`config.mk`:
```
export PLATFORM = sky130hd
export DESIGN_NAME = set_assoc_slot_chooser_flat
export DESIGN_NICKNAME = d
export VERILOG_FILES = /design/src/hw/rtl/sac_pkg.sv /design/src/hw/rtl/sac_if.sv /design/src/hw/rtl/sac_cfg.sv /design/src/hw/rtl/set_assoc_slot_chooser.sv /design/src/flat_wrapper.sv
export SDC_FILE = /design/constraint.sdc
export NUM_CORES = 2
export LEC_CHECK = 0
export BUFFER_PORTS_ARGS = -buffer_cell sky130_fd_sc_hd__buf_2
export CAP_MARGIN = 20
export CORE_MARGIN = 3
export CORE_UTILIZATION = 50
export DETAILED_ROUTE_END_ITERATION = 12
export GPL_TIMING_DRIVEN = 0
export PLACE_DENSITY = 0.65
export SYNTH_ARGS = -nofsm -noshare
export SYNTH_HDL_FRONTEND = slang
export SYNTH_SLANG_ARGS = --single-unit
```
`constraint.sdc`:
```
create_clock -name clk_i -period 6.5 [get_ports clk_i]
set_input_delay 1.3 -clock clk_i [delete_from_list [all_inputs] [get_ports clk_i]]
set_output_delay 1.3 -clock clk_i [all_outputs]
set_load 0.03 [all_outputs]
```
`src/hw/rtl/sac_pkg.sv`:
```
// types, constants and codes shared by the slot chooser files
package sac_pkg;

  localparam int unsigned SETS   = 128;
  localparam int unsigned WAYS   = 8;
  localparam int unsigned SET_W  = $clog2(SETS);
  localparam int unsigned WAY_W  = $clog2(WAYS);
  localparam int unsigned SLOTS  = SETS * WAYS;

  localparam int unsigned PAGE_W = 20;
  localparam int unsigned RWAY_W = 3;
  localparam int unsigned SLOT_W = 10;
  localparam int unsigned ST_W   = 2;

  localparam int unsigned APB_AW = 3;
  localparam int unsigned APB_DW = 32;

  typedef enum logic [ST_W-1:0] {
    ST_UNMAP = 2'd0,
    ST_INV   = 2'd1,
    ST_RO    = 2'd2,
    ST_RW    = 2'd3
  } slot_st_e;

  typedef enum logic {
    CMD_ALLOC = 1'b0,
    CMD_WRITE = 1'b1
  } cmd_e;

  typedef enum logic {
    REPL_RANDOM   = 1'b0,
    REPL_CIRCULAR = 1'b1
  } repl_e;

  typedef enum logic {
    REG_REPL_MODE   = 1'b0,
    REG_REGION_BASE = 1'b1
  } cfg_reg_e;

  typedef enum logic [1:0] {
    S_IDLE,
    S_LOAD,
    S_SCAN,
    S_FINISH
  } state_e;

  typedef struct packed {
    logic              cmd;
    logic [PAGE_W-1:0] page_number;
    logic [RWAY_W-1:0] random_way;
    logic [SLOT_W-1:0] target_slot;
    logic [ST_W-1:0]   new_state;
  } in_item_t;

  typedef struct packed {
    logic [SLOT_W-1:0] chosen_slot;
    logic              fail;
  } out_item_t;

  // one memory row holds a whole set: its way counter and the state of every slot
  typedef struct packed {
    logic [WAY_W-1:0]        next_way;
    slot_st_e [WAYS-1:0]     st;
  } row_t;

  typedef struct packed {
    logic              repl_mode;
    logic [PAGE_W-1:0] region_base_page;
  } cfg_t;

endpackage

```
`src/hw/rtl/sac_if.sv`:
```
// valid/ready channel interfaces for command items and result items
interface sac_in_if;
  logic                valid;
  logic                ready;
  sac_pkg::in_item_t   item;

  modport source (output valid, output item, input ready);
  modport sink   (input valid, input item, output ready);
endinterface

interface sac_out_if;
  logic                valid;
  logic                ready;
  sac_pkg::out_item_t  item;

  modport source (output valid, output item, input ready);
  modport sink   (input valid, input item, output ready);
endinterface

```
`src/hw/rtl/sac_cfg.sv`:
```
// apb register file: replacement mode and shared region base page
module sac_cfg (
  input  logic                         clk_i,
  input  logic                         rst_ni,
  input  logic                         psel,
  input  logic                         penable,
  input  logic                         pwrite,
  input  logic [sac_pkg::APB_AW-1:0]   paddr,
  input  logic [sac_pkg::APB_DW-1:0]   pwdata,
  output logic [sac_pkg::APB_DW-1:0]   prdata,
  output logic                         pready,
  output sac_pkg::cfg_t                cfg_o
);

  logic                         repl_mode_q;
  logic [sac_pkg::PAGE_W-1:0]   region_base_q;
  sac_pkg::cfg_reg_e            reg_sel;
  logic                         wr_en;

  // registers sit on a 4 byte stride, low address bits ignored
  assign reg_sel = sac_pkg::cfg_reg_e'(paddr[2]);
  assign wr_en   = psel & penable & pwrite;
  assign pready  = 1'b1;

  always_ff @(posedge clk_i or negedge rst_ni) begin
    if (!rst_ni) begin
      repl_mode_q   <= sac_pkg::REPL_CIRCULAR;
      region_base_q <= '0;
    end else if (wr_en) begin
      unique case (reg_sel)
        sac_pkg::REG_REPL_MODE:   repl_mode_q   <= pwdata[0];
        sac_pkg::REG_REGION_BASE: region_base_q <= pwdata[sac_pkg::PAGE_W-1:0];
        default: ;
      endcase
    end
  end

  always_comb begin
    prdata = '0;
    unique case (reg_sel)
      sac_pkg::REG_REPL_MODE:   prdata = sac_pkg::APB_DW'(repl_mode_q);
      sac_pkg::REG_REGION_BASE: prdata = sac_pkg::APB_DW'(region_base_q);
      default: ;
    endcase
  end

  assign cfg_o.repl_mode        = repl_mode_q;
  assign cfg_o.region_base_page = region_base_q;

endmodule

```
`src/hw/rtl/set_assoc_slot_chooser.sv`:
```
// slot chooser top level: set memory, way scan sequencer and result register
//
//   channel | dir | handshake        | payload
//   in_i    | in  | valid / ready    | cmd, page_number, random_way, target_slot, new_state
//   out_o   | out | valid / ready    | chosen_slot, fail
//   apb     | in  | psel/penable     | repl_mode, region_base_page
//
// one item at a time: accept with the set row read, a load state, a scan state that visits
// one way at a time (1 to WAYS ways), then a write-back state; a state write goes from the
// load state straight to write-back.
// reset marks every set row not yet written, which reads as all slots unmapped and
// counter zero, so no clearing pass is needed. a stalled result holds the write-back
// state until the result register frees up.
module set_assoc_slot_chooser (
  input  logic                         clk_i,
  input  logic                         rst_ni,
  sac_in_if.sink                       in_i,
  sac_out_if.source                    out_o,
  input  logic                         psel,
  input  logic                         penable,
  input  logic                         pwrite,
  input  logic [sac_pkg::APB_AW-1:0]   paddr,
  input  logic [sac_pkg::APB_DW-1:0]   pwdata,
  output logic [sac_pkg::APB_DW-1:0]   prdata,
  output logic                         pready
);

  localparam int unsigned SetW  = sac_pkg::SET_W;
  localparam int unsigned WayW  = sac_pkg::WAY_W;
  localparam int unsigned SlotW = sac_pkg::SLOT_W;

  sac_pkg::cfg_t      cfg;
  sac_pkg::state_e    state_q, state_d;

  // set memory, one row per set, with a written flag per row
  sac_pkg::row_t      mem_q [sac_pkg::SETS];
  logic [sac_pkg::SETS-1:0] row_vld_q;

  sac_pkg::in_item_t  in_q;
  logic [SetW-1:0]    set_q;
  logic               rowv_q;
  sac_pkg::row_t      rd_q;
  sac_pkg::row_t      row_q;
  logic [WayW-1:0]    way_q;
  logic [WayW-1:0]    cnt_q;
  logic               have_inv_q;
  logic [WayW-1:0]    inv_q;
  logic [WayW-1:0]    victim_q;
  logic               out_vld_q;
  sac_pkg::out_item_t out_q;

  logic               in_acc;
  logic [SetW-1:0]    page_set;
  logic [SetW-1:0]    tgt_set;
  logic [SetW-1:0]    rd_set;
  logic [sac_pkg::PAGE_W-1:0] page_off;

  sac_pkg::row_t      row_cur;
  sac_pkg::row_t      row_load;
  logic [WayW-1:0]    start_way;
  logic [WayW-1:0]    tgt_way;
  logic               tgt_in_range;
  logic               is_write;

  sac_pkg::slot_st_e  cur_st;
  logic               scan_hit;
  logic               scan_last;
  logic               inv_now;
  logic [WayW-1:0]    way_inc;
  logic [WayW-1:0]    scan_victim;

  sac_pkg::slot_st_e  vic_st;
  logic               res_fail;
  sac_pkg::row_t      wr_row;
  sac_pkg::out_item_t res;
  logic               go;
  logic               wr_en;

  sac_cfg u_cfg (
    .clk_i   (clk_i),
    .rst_ni  (rst_ni),
    .psel    (psel),
    .penable (penable),
    .pwrite  (pwrite),
    .paddr   (paddr),
    .pwdata  (pwdata),
    .prdata  (prdata),
    .pready  (pready),
    .cfg_o   (cfg)
  );

  // ---------------------------------------------------------------- input side
  assign in_i.ready = (state_q == sac_pkg::S_IDLE);
  assign in_acc     = in_i.valid & in_i.ready;

  // page offset wraps within 20 bits, set is its low bits
  assign page_off = in_i.item.page_number - cfg.region_base_page;
  assign page_set = page_off[SetW-1:0];
  assign tgt_set  = SetW'(in_i.item.target_slot >> WayW);
  assign rd_set   = (in_i.item.cmd == sac_pkg::CMD_WRITE) ? tgt_set : page_set;

  // ---------------------------------------------------------------- load cycle
  assign is_write     = (in_q.cmd == sac_pkg::CMD_WRITE);
  assign row_cur      = rowv_q ? rd_q : '0;
  assign tgt_way      = in_q.target_slot[WayW-1:0];
  assign tgt_in_range = ({1'b0, in_q.target_slot} < (SlotW + 1)'(sac_pkg::SLOTS));
  assign start_way    = (cfg.repl_mode == sac_pkg::REPL_CIRCULAR)
                        ? WayW'((32'(row_cur.next_way) + 32'd1) % sac_pkg::WAYS)
                        : WayW'(32'(in_q.random_way) % sac_pkg::WAYS);

  always_comb begin
    row_load = row_cur;
    if (is_write) begin
      if (tgt_in_range) begin
        row_load.st[tgt_way] = sac_pkg::slot_st_e'(in_q.new_state);
      end
    end else if (cfg.repl_mode == sac_pkg::REPL_CIRCULAR) begin
      row_load.next_way = start_way;
    end
  end

  // ---------------------------------------------------------------- scan cycle
  assign cur_st    = row_q.st[way_q];
  assign scan_hit  = (cur_st == sac_pkg::ST_UNMAP);
  assign scan_last = (cnt_q == WayW'(sac_pkg::WAYS - 1));
  assign inv_now   = !have_inv_q && (cur_st == sac_pkg::ST_INV);
  assign way_inc   = WayW'((32'(way_q) + 32'd1) % sac_pkg::WAYS);

  // after a full lap the way is back at the start way
  always_comb begin
    priority if (scan_hit) begin
      scan_victim = way_q;
    end else if (have_inv_q) begin
      scan_victim = inv_q;
    end else if (inv_now) begin
      scan_victim = way_q;
    end else begin
      scan_victim = way_inc;
    end
  end

  // ---------------------------------------------------------------- write-back
  assign vic_st   = row_q.st[victim_q];
  assign res_fail = !is_write && (vic_st == sac_pkg::ST_RW);
  assign go       = !out_vld_q || out_o.ready;
  assign wr_en    = (state_q == sac_pkg::S_FINISH) && go;

  always_comb begin
    wr_row = row_q;
    if (!is_write && !res_fail) begin
      wr_row.st[victim_q] = sac_pkg::ST_UNMAP;
    end
    res.fail        = res_fail;
    res.chosen_slot = (!is_write && !res_fail) ? SlotW'({set_q, victim_q}) : '0;
  end

  // ---------------------------------------------------------------- sequencer
  always_comb begin
    state_d = state_q;
    unique case (state_q)
      sac_pkg::S_IDLE:   if (in_acc) state_d = sac_pkg::S_LOAD;
      sac_pkg::S_LOAD:   state_d = is_write ? sac_pkg::S_FINISH : sac_pkg::S_SCAN;
      sac_pkg::S_SCAN:   if (scan_hit || scan_last) state_d = sac_pkg::S_FINISH;
      sac_pkg::S_FINISH: if (go) state_d = sac_pkg::S_IDLE;
      default:           state_d = sac_pkg::S_IDLE;
    endcase
  end

  always_ff @(posedge clk_i or negedge rst_ni) begin
    if (!rst_ni) begin
      state_q   <= sac_pkg::S_IDLE;
      row_vld_q <= '0;
      out_vld_q <= 1'b0;
    end else begin
      state_q <= state_d;
      if (wr_en) begin
        row_vld_q[set_q] <= 1'b1;
      end
      if (wr_en) begin
        out_vld_q <= 1'b1;
      end else if (out_o.ready) begin
        out_vld_q <= 1'b0;
      end
    end
  end

  // set memory: one read port, one write port, read data registered
  always_ff @(posedge clk_i) begin
    if (in_acc) begin
      rd_q <= mem_q[rd_set];
    end
    if (wr_en) begin
      mem_q[set_q] <= wr_row;
    end
  end

  always_ff @(posedge clk_i) begin
    if (in_acc) begin
      in_q   <= in_i.item;
      set_q  <= rd_set;
      rowv_q <= row_vld_q[rd_set];
    end
    unique case (state_q)
      sac_pkg::S_LOAD: begin
        row_q      <= row_load;
        way_q      <= start_way;
        cnt_q      <= '0;
        have_inv_q <= 1'b0;
      end
      sac_pkg::S_SCAN: begin
        if (inv_now) begin
          have_inv_q <= 1'b1;
          inv_q      <= way_q;
        end
        way_q    <= way_inc;
        cnt_q    <= cnt_q + WayW'(1);
        victim_q <= scan_victim;
      end
      default: ;
    endcase
    if (wr_en) begin
      out_q <= res;
    end
  end

  assign out_o.valid = out_vld_q;
  assign out_o.item  = out_q;

endmodule

```
`src/flat_wrapper.sv`:
```
// flat-port wrapper written by rule: the top's interface ports become plain ports
module set_assoc_slot_chooser_flat 
  (clk_i, rst_ni, psel, penable, pwrite, paddr, pwdata, prdata, pready, in_i_valid, in_i_item, in_i_ready, out_o_valid, out_o_item, out_o_ready);
  sac_in_if in_i_i ();
  sac_out_if out_o_i ();
  input  logic clk_i;
  input  logic rst_ni;
  input  logic psel;
  input  logic penable;
  input  logic pwrite;
  input  logic [sac_pkg::APB_AW-1:0] paddr;
  input  logic [sac_pkg::APB_DW-1:0] pwdata;
  output logic [sac_pkg::APB_DW-1:0] prdata;
  output logic pready;
  input wire logic [$bits(in_i_i.valid)-1:0] in_i_valid;
  input wire logic [$bits(in_i_i.item)-1:0] in_i_item;
  output wire logic [$bits(in_i_i.ready)-1:0] in_i_ready;
  output wire logic [$bits(out_o_i.valid)-1:0] out_o_valid;
  output wire logic [$bits(out_o_i.item)-1:0] out_o_item;
  input wire logic [$bits(out_o_i.ready)-1:0] out_o_ready;
  assign in_i_i.valid = in_i_valid;
  assign in_i_i.item = in_i_item;
  assign in_i_ready = in_i_i.ready;
  assign out_o_valid = out_o_i.valid;
  assign out_o_item = out_o_i.item;
  assign out_o_i.ready = out_o_ready;
  set_assoc_slot_chooser u_core (.clk_i(clk_i), .rst_ni(rst_ni), .in_i(in_i_i), .out_o(out_o_i), .psel(psel), .penable(penable), .pwrite(pwrite), .paddr(paddr), .pwdata(pwdata), .prdata(prdata), .pready(pready));
endmodule
```
==> results.py <==
metrics = {
    "status": {
        "status": "complete, no violations",
    },
    "cts": {
        "clk_pin_slew_worst_paths_ns": 0.06,
        "cts_num_sinks": 2663,
        "cts_setup_buffers": 0,
        "cts_resized": 0,
        "clockBufferDepth": 4,
        "htreeDepth": 5,
        "cts_buffers": 288,
        "clk_latency_ns": 0.97,
        "ctsHoldBuffers": 0,
        "cts_tree": "done",
        "cts_root_buffer": "clkbuf_16",
    },
    "die": {
        "rows": 168,
        "die_w_um": 467,
        "core_area_mm2": 0.211,
        "die_h_um": 467,
        "start_util_pct": 50.5,
        "ios": 124,
        "die_area_mm2": 0.218,
    },
    "global_routing": {
        "antenna_found_initial": 14,
        "grt_overflow": 0,
        "track_usage_pct": 31.3,
        "grt_pass1_vias": 67000,
        "grt_max_degree": 93,
        "grt_pass1_wl_mm": 485,
    },
    "finish": {
        "layout.cells.non_filler": 11200,
        "areaGrowthSynthToFinish_pct": 16.2,
        "layout-drive-gt1-share_pct": 16.4,
        "finalNetCount": 8306,
    },
    "yosys": {
        "ys_top_cells_by_area": "edfxtp_1 71%, nand2_1 6.6%, nand3_1 4.0%",
        "synth_area_mm2": 0.106,
        "synthArstFlopShare_pct": 5.71,
        "syn_inst": 7621,
        "ys_ff_latch": 2663,
        "synth_top_area_cell": "edfxtp_1",
        "synth-warning-count": 0,
        "synth-edff-count": 2511,
        "avgSynthCellArea_um2": 14.0,
        "synth_top_area_share_pct": 70.9,
        "yosysUniqueCellTypes": 64,
        "yosysSeqAreaShare_pct": 74.4,
        "synth_ff_type": "edfxtp_1",
    },
    "hold_path": {
        "worst_hold_path_type": "in -> async",
    },
    "worst_setup_path": {
        "r2r_cells": 15,
        "required_ns": 7.14,
        "crit_type": "in -> reg",
        "timing.rr.end": "u_core.rd_q[2]$_DFFE_PP_",
        "rrSetupSlack_ns": 0.43,
        "worst_r2r_startpoint": "u_core.u_cfg.region_base_q[0]$_DFFE_PN0P_",
        "critPathCaptureType": "flip-flop",
        "worst-path-max-fanout": 10,
        "critPathLaunchType": "input pin",
        "worstPathArrival_ns": 6.87,
    },
    "placed_design": {
        "routabilityCongestion": 1.09,
        "io_buffers": 83,
        "post-place-ws_ns": -0.416,
        "dp_cells": 10700,
        "dp_hpwl_mm": 240,
    },
    "timing": {
        "fin_crit_ns": 6.24,
        "hold_ws_ns": 0.313,
        "worst_slack_ns": 0.263,
        "grt_setup_unrepaired": "no",
        "final-hold-violation-count": 0,
        "worst_pin_slew_ns": 1.34,
        "timing.fmax_mhz": 160,
        "slew_violations": 0,
        "setup_violations": 0,
        "relSlewSlack_pct": 10.7,
        "skew_ns": 0.0744,
        "period_share_pct": 95.9,
    },
    "detailed_routing": {
        "dr.pass1.iters": 13,
        "vias": 70700,
        "viasPerCell": 6.29,
        "postRouteWirelength_mm": 346,
        "wl_per_cell_um": 30.8,
        "drc": 0,
        "antenna_left": 0,
        "drt_iter0_drc": 11900,
    },
    "flow_run": {
        "maxCapViolCount": 0,
    },
    "power_and_ir_drop": {
        "cellLeakagePower_nw": 43.2,
        "p_per_area_mw_per_mm2": 405,
        "peakVddDrop_v": 0.000355,
    },
}
## how the worst max path moves through the flow
stage	from	end	slack [ns]	cells past startpoint
floorplan	u_core.victim_q[1]$_DFFE_PP_	u_core.mem_q[0][3]$_DFFE_PP_	0.95	8
global placement	u_core.victim_q[1]$_DFFE_PP_	u_core.mem_q[50][3]$_DFFE_PP_	-6.23	8
detailed placement	in_i_item[15]	u_core.rd_q[6]$_DFFE_PP_	-0.42	17
CTS	in_i_item[15]	u_core.rd_q[6]$_DFFE_PP_	0.58	17
global route	in_i_item[15]	u_core.rd_q[18]$_DFFE_PP_	0.62	17
finish	in_i_item[15]	u_core.rd_q[2]$_DFFE_PP_	0.26	17
## layout by cell type, fill, tap and decap left out, types with 26 or more instances in the layout
| cell | instances |
|---|---|
| a31oi_1 | 103 |
| edfxtp_1 | 2511 |
| buf_16 | 50 |
| a22oi_1 | 40 |
| or2_2 | 130 |
| buf_4 | 31 |
| buf_12 | 26 |
| nand3_1 | 840 |
| buf_6 | 28 |
| clkinv_1 | 40 |
| clkinv_2 | 33 |
| clkbuf_1 | 318 |
| buf_2 | 303 |
| a21oi_1 | 67 |
| dfrtp_1 | 151 |
| a211oi_1 | 187 |
| mux4_2 | 124 |
| a311oi_1 | 200 |
| o21ai_0 | 27 |
| o22ai_1 | 59 |
| nor3_1 | 30 |
| and3_1 | 204 |
| buf_8 | 115 |
| mux2i_1 | 52 |
| clkbuf_16 | 296 |
| nand2_1 | 1874 |
| and2_1 | 36 |
| nor2_2 | 130 |
| nand4_1 | 121 |
## logic make-up (layout without fill, tap and decap cells)
| logic type | Yosys count | in the layout | share of synthesized area, % |
|---|---|---|---|
| buffers and inverters | 563 | 1350 | 2.46 |
| multiplexers | 202 | 202 | 3.39 |
| adder cells (fa/ha/maj) | 15 | 15 | 0.183 |
| AND/OR/NAND/NOR | 3458 | 3458 | 14.6 |
| AO/OA/AOI/OAI | 711 | 711 | 4.87 |
| flip-flops | 2663 | 2663 | 74.4 |
| XOR/XNOR | 7 | 7 | 0.0576 |
| other | 2 | 21 | 0.00706 |
## power by group
group / internal, mW / switching [mW] / total, mW / leakage, nW
registers: 21.4 / 0.360 / 21.8 / 24.7
logic: 3.14 / 9.24 / 12.4 / 14.1
clock network: 9.40 / 6.55 / 16.0 / 4.40
## metrics by stage
step                      util [%]  power (mW)  TNS [ns]  instance area [um2]
after detailed placement      54.3        33.9     -4.31               114000
after CTS                     58.6        49.6         0               123000
final                         58.7        50.1         0               124000
after floorplan                  -        27.8         0               106000
after global routing          58.7        51.2         0               124000
after global placement        52.4        33.5  -4878.50               110000
## metal layers
| metal | wire, um | vias up | part of all wire, % | global-route usage, % |
|---|---|---|---|---|
| met2 | 152000 | 4856 | 44 | 46.6 |
| li1 | - | 29800 | - | - |
| met4 | 21000 | 10 | 6.1 | 15.5 |
| met3 | 46600 | 953 | 13 | 10.5 |
| met1 | 126000 | 35100 | 36 | 41.2 |
| met5 | 841 | - | 0.24 | 1.23 |
## worst max-delay path, cell delays in order
cell and delay (ns):
buf_2 0.10, inv_1 0.06, ha_1 0.16, inv_1 0.05
fa_1 0.49, mux2i_2 0.10, buf_8 0.18, inv_2 0.06
buf_2 0.39, clkbuf_1 0.59, buf_16 0.23, clkbuf_1 0.64
nand3_1 0.15, a311oi_1 0.84, a31oi_1 0.15, a21oi_1 1.09
a22oi_1 0.20
## final cells by class
type / instances / area (um2)
Multi-Input combinational cell: 4406 / 25100
Buffer: 538 / 2530
Inverter: 25 / 95.1
Fill cell: 16100 / 86900
Clock buffer: 389 / 7930
Timing Repair Buffer: 291 / 4220
Sequential cell: 2663 / 79200
Tap cell: 2805 / 3510
Antenna cell: 8 / 20.0
Clock inverter: 107 / 1100
## state kept, by name, summed over array words and instances (netlist names), 2 cells and up
register                    count
u_core.cnt_q                    3
u_core.in_q                     8
u_core.inv_q                    3
u_core.mem_q                 2432
u_core.out_o.item              11
u_core.rd_q                    19
u_core.row_q                   19
u_core.row_vld_q              128
u_core.set_q                    7
u_core.state_q                  2
u_core.u_cfg.region_base_q     20
u_core.victim_q                 3
u_core.way_q                    3
## synth_stat cells, drive strengths merged (4+ instances only)
cell type and instances:
clkbuf 250, or2 131, nor3 30, buf 288, nor4b 21, mux2i 53
nand4 121, inv 23, nand3 840, mux2 25, ha 14, o21ai 28
edfxtp 2511, nand2b 5, dfrtp 151, a311oi 201, a32o 4, and3 204
a31oi 103, and2 45, a22oi 40, a211oi 188, nand2 1874, mux4 124
nor2 157, nor2b 17, a21oi 67, o22ai 59, xor2 4
(Power assumes the default switching activity.)
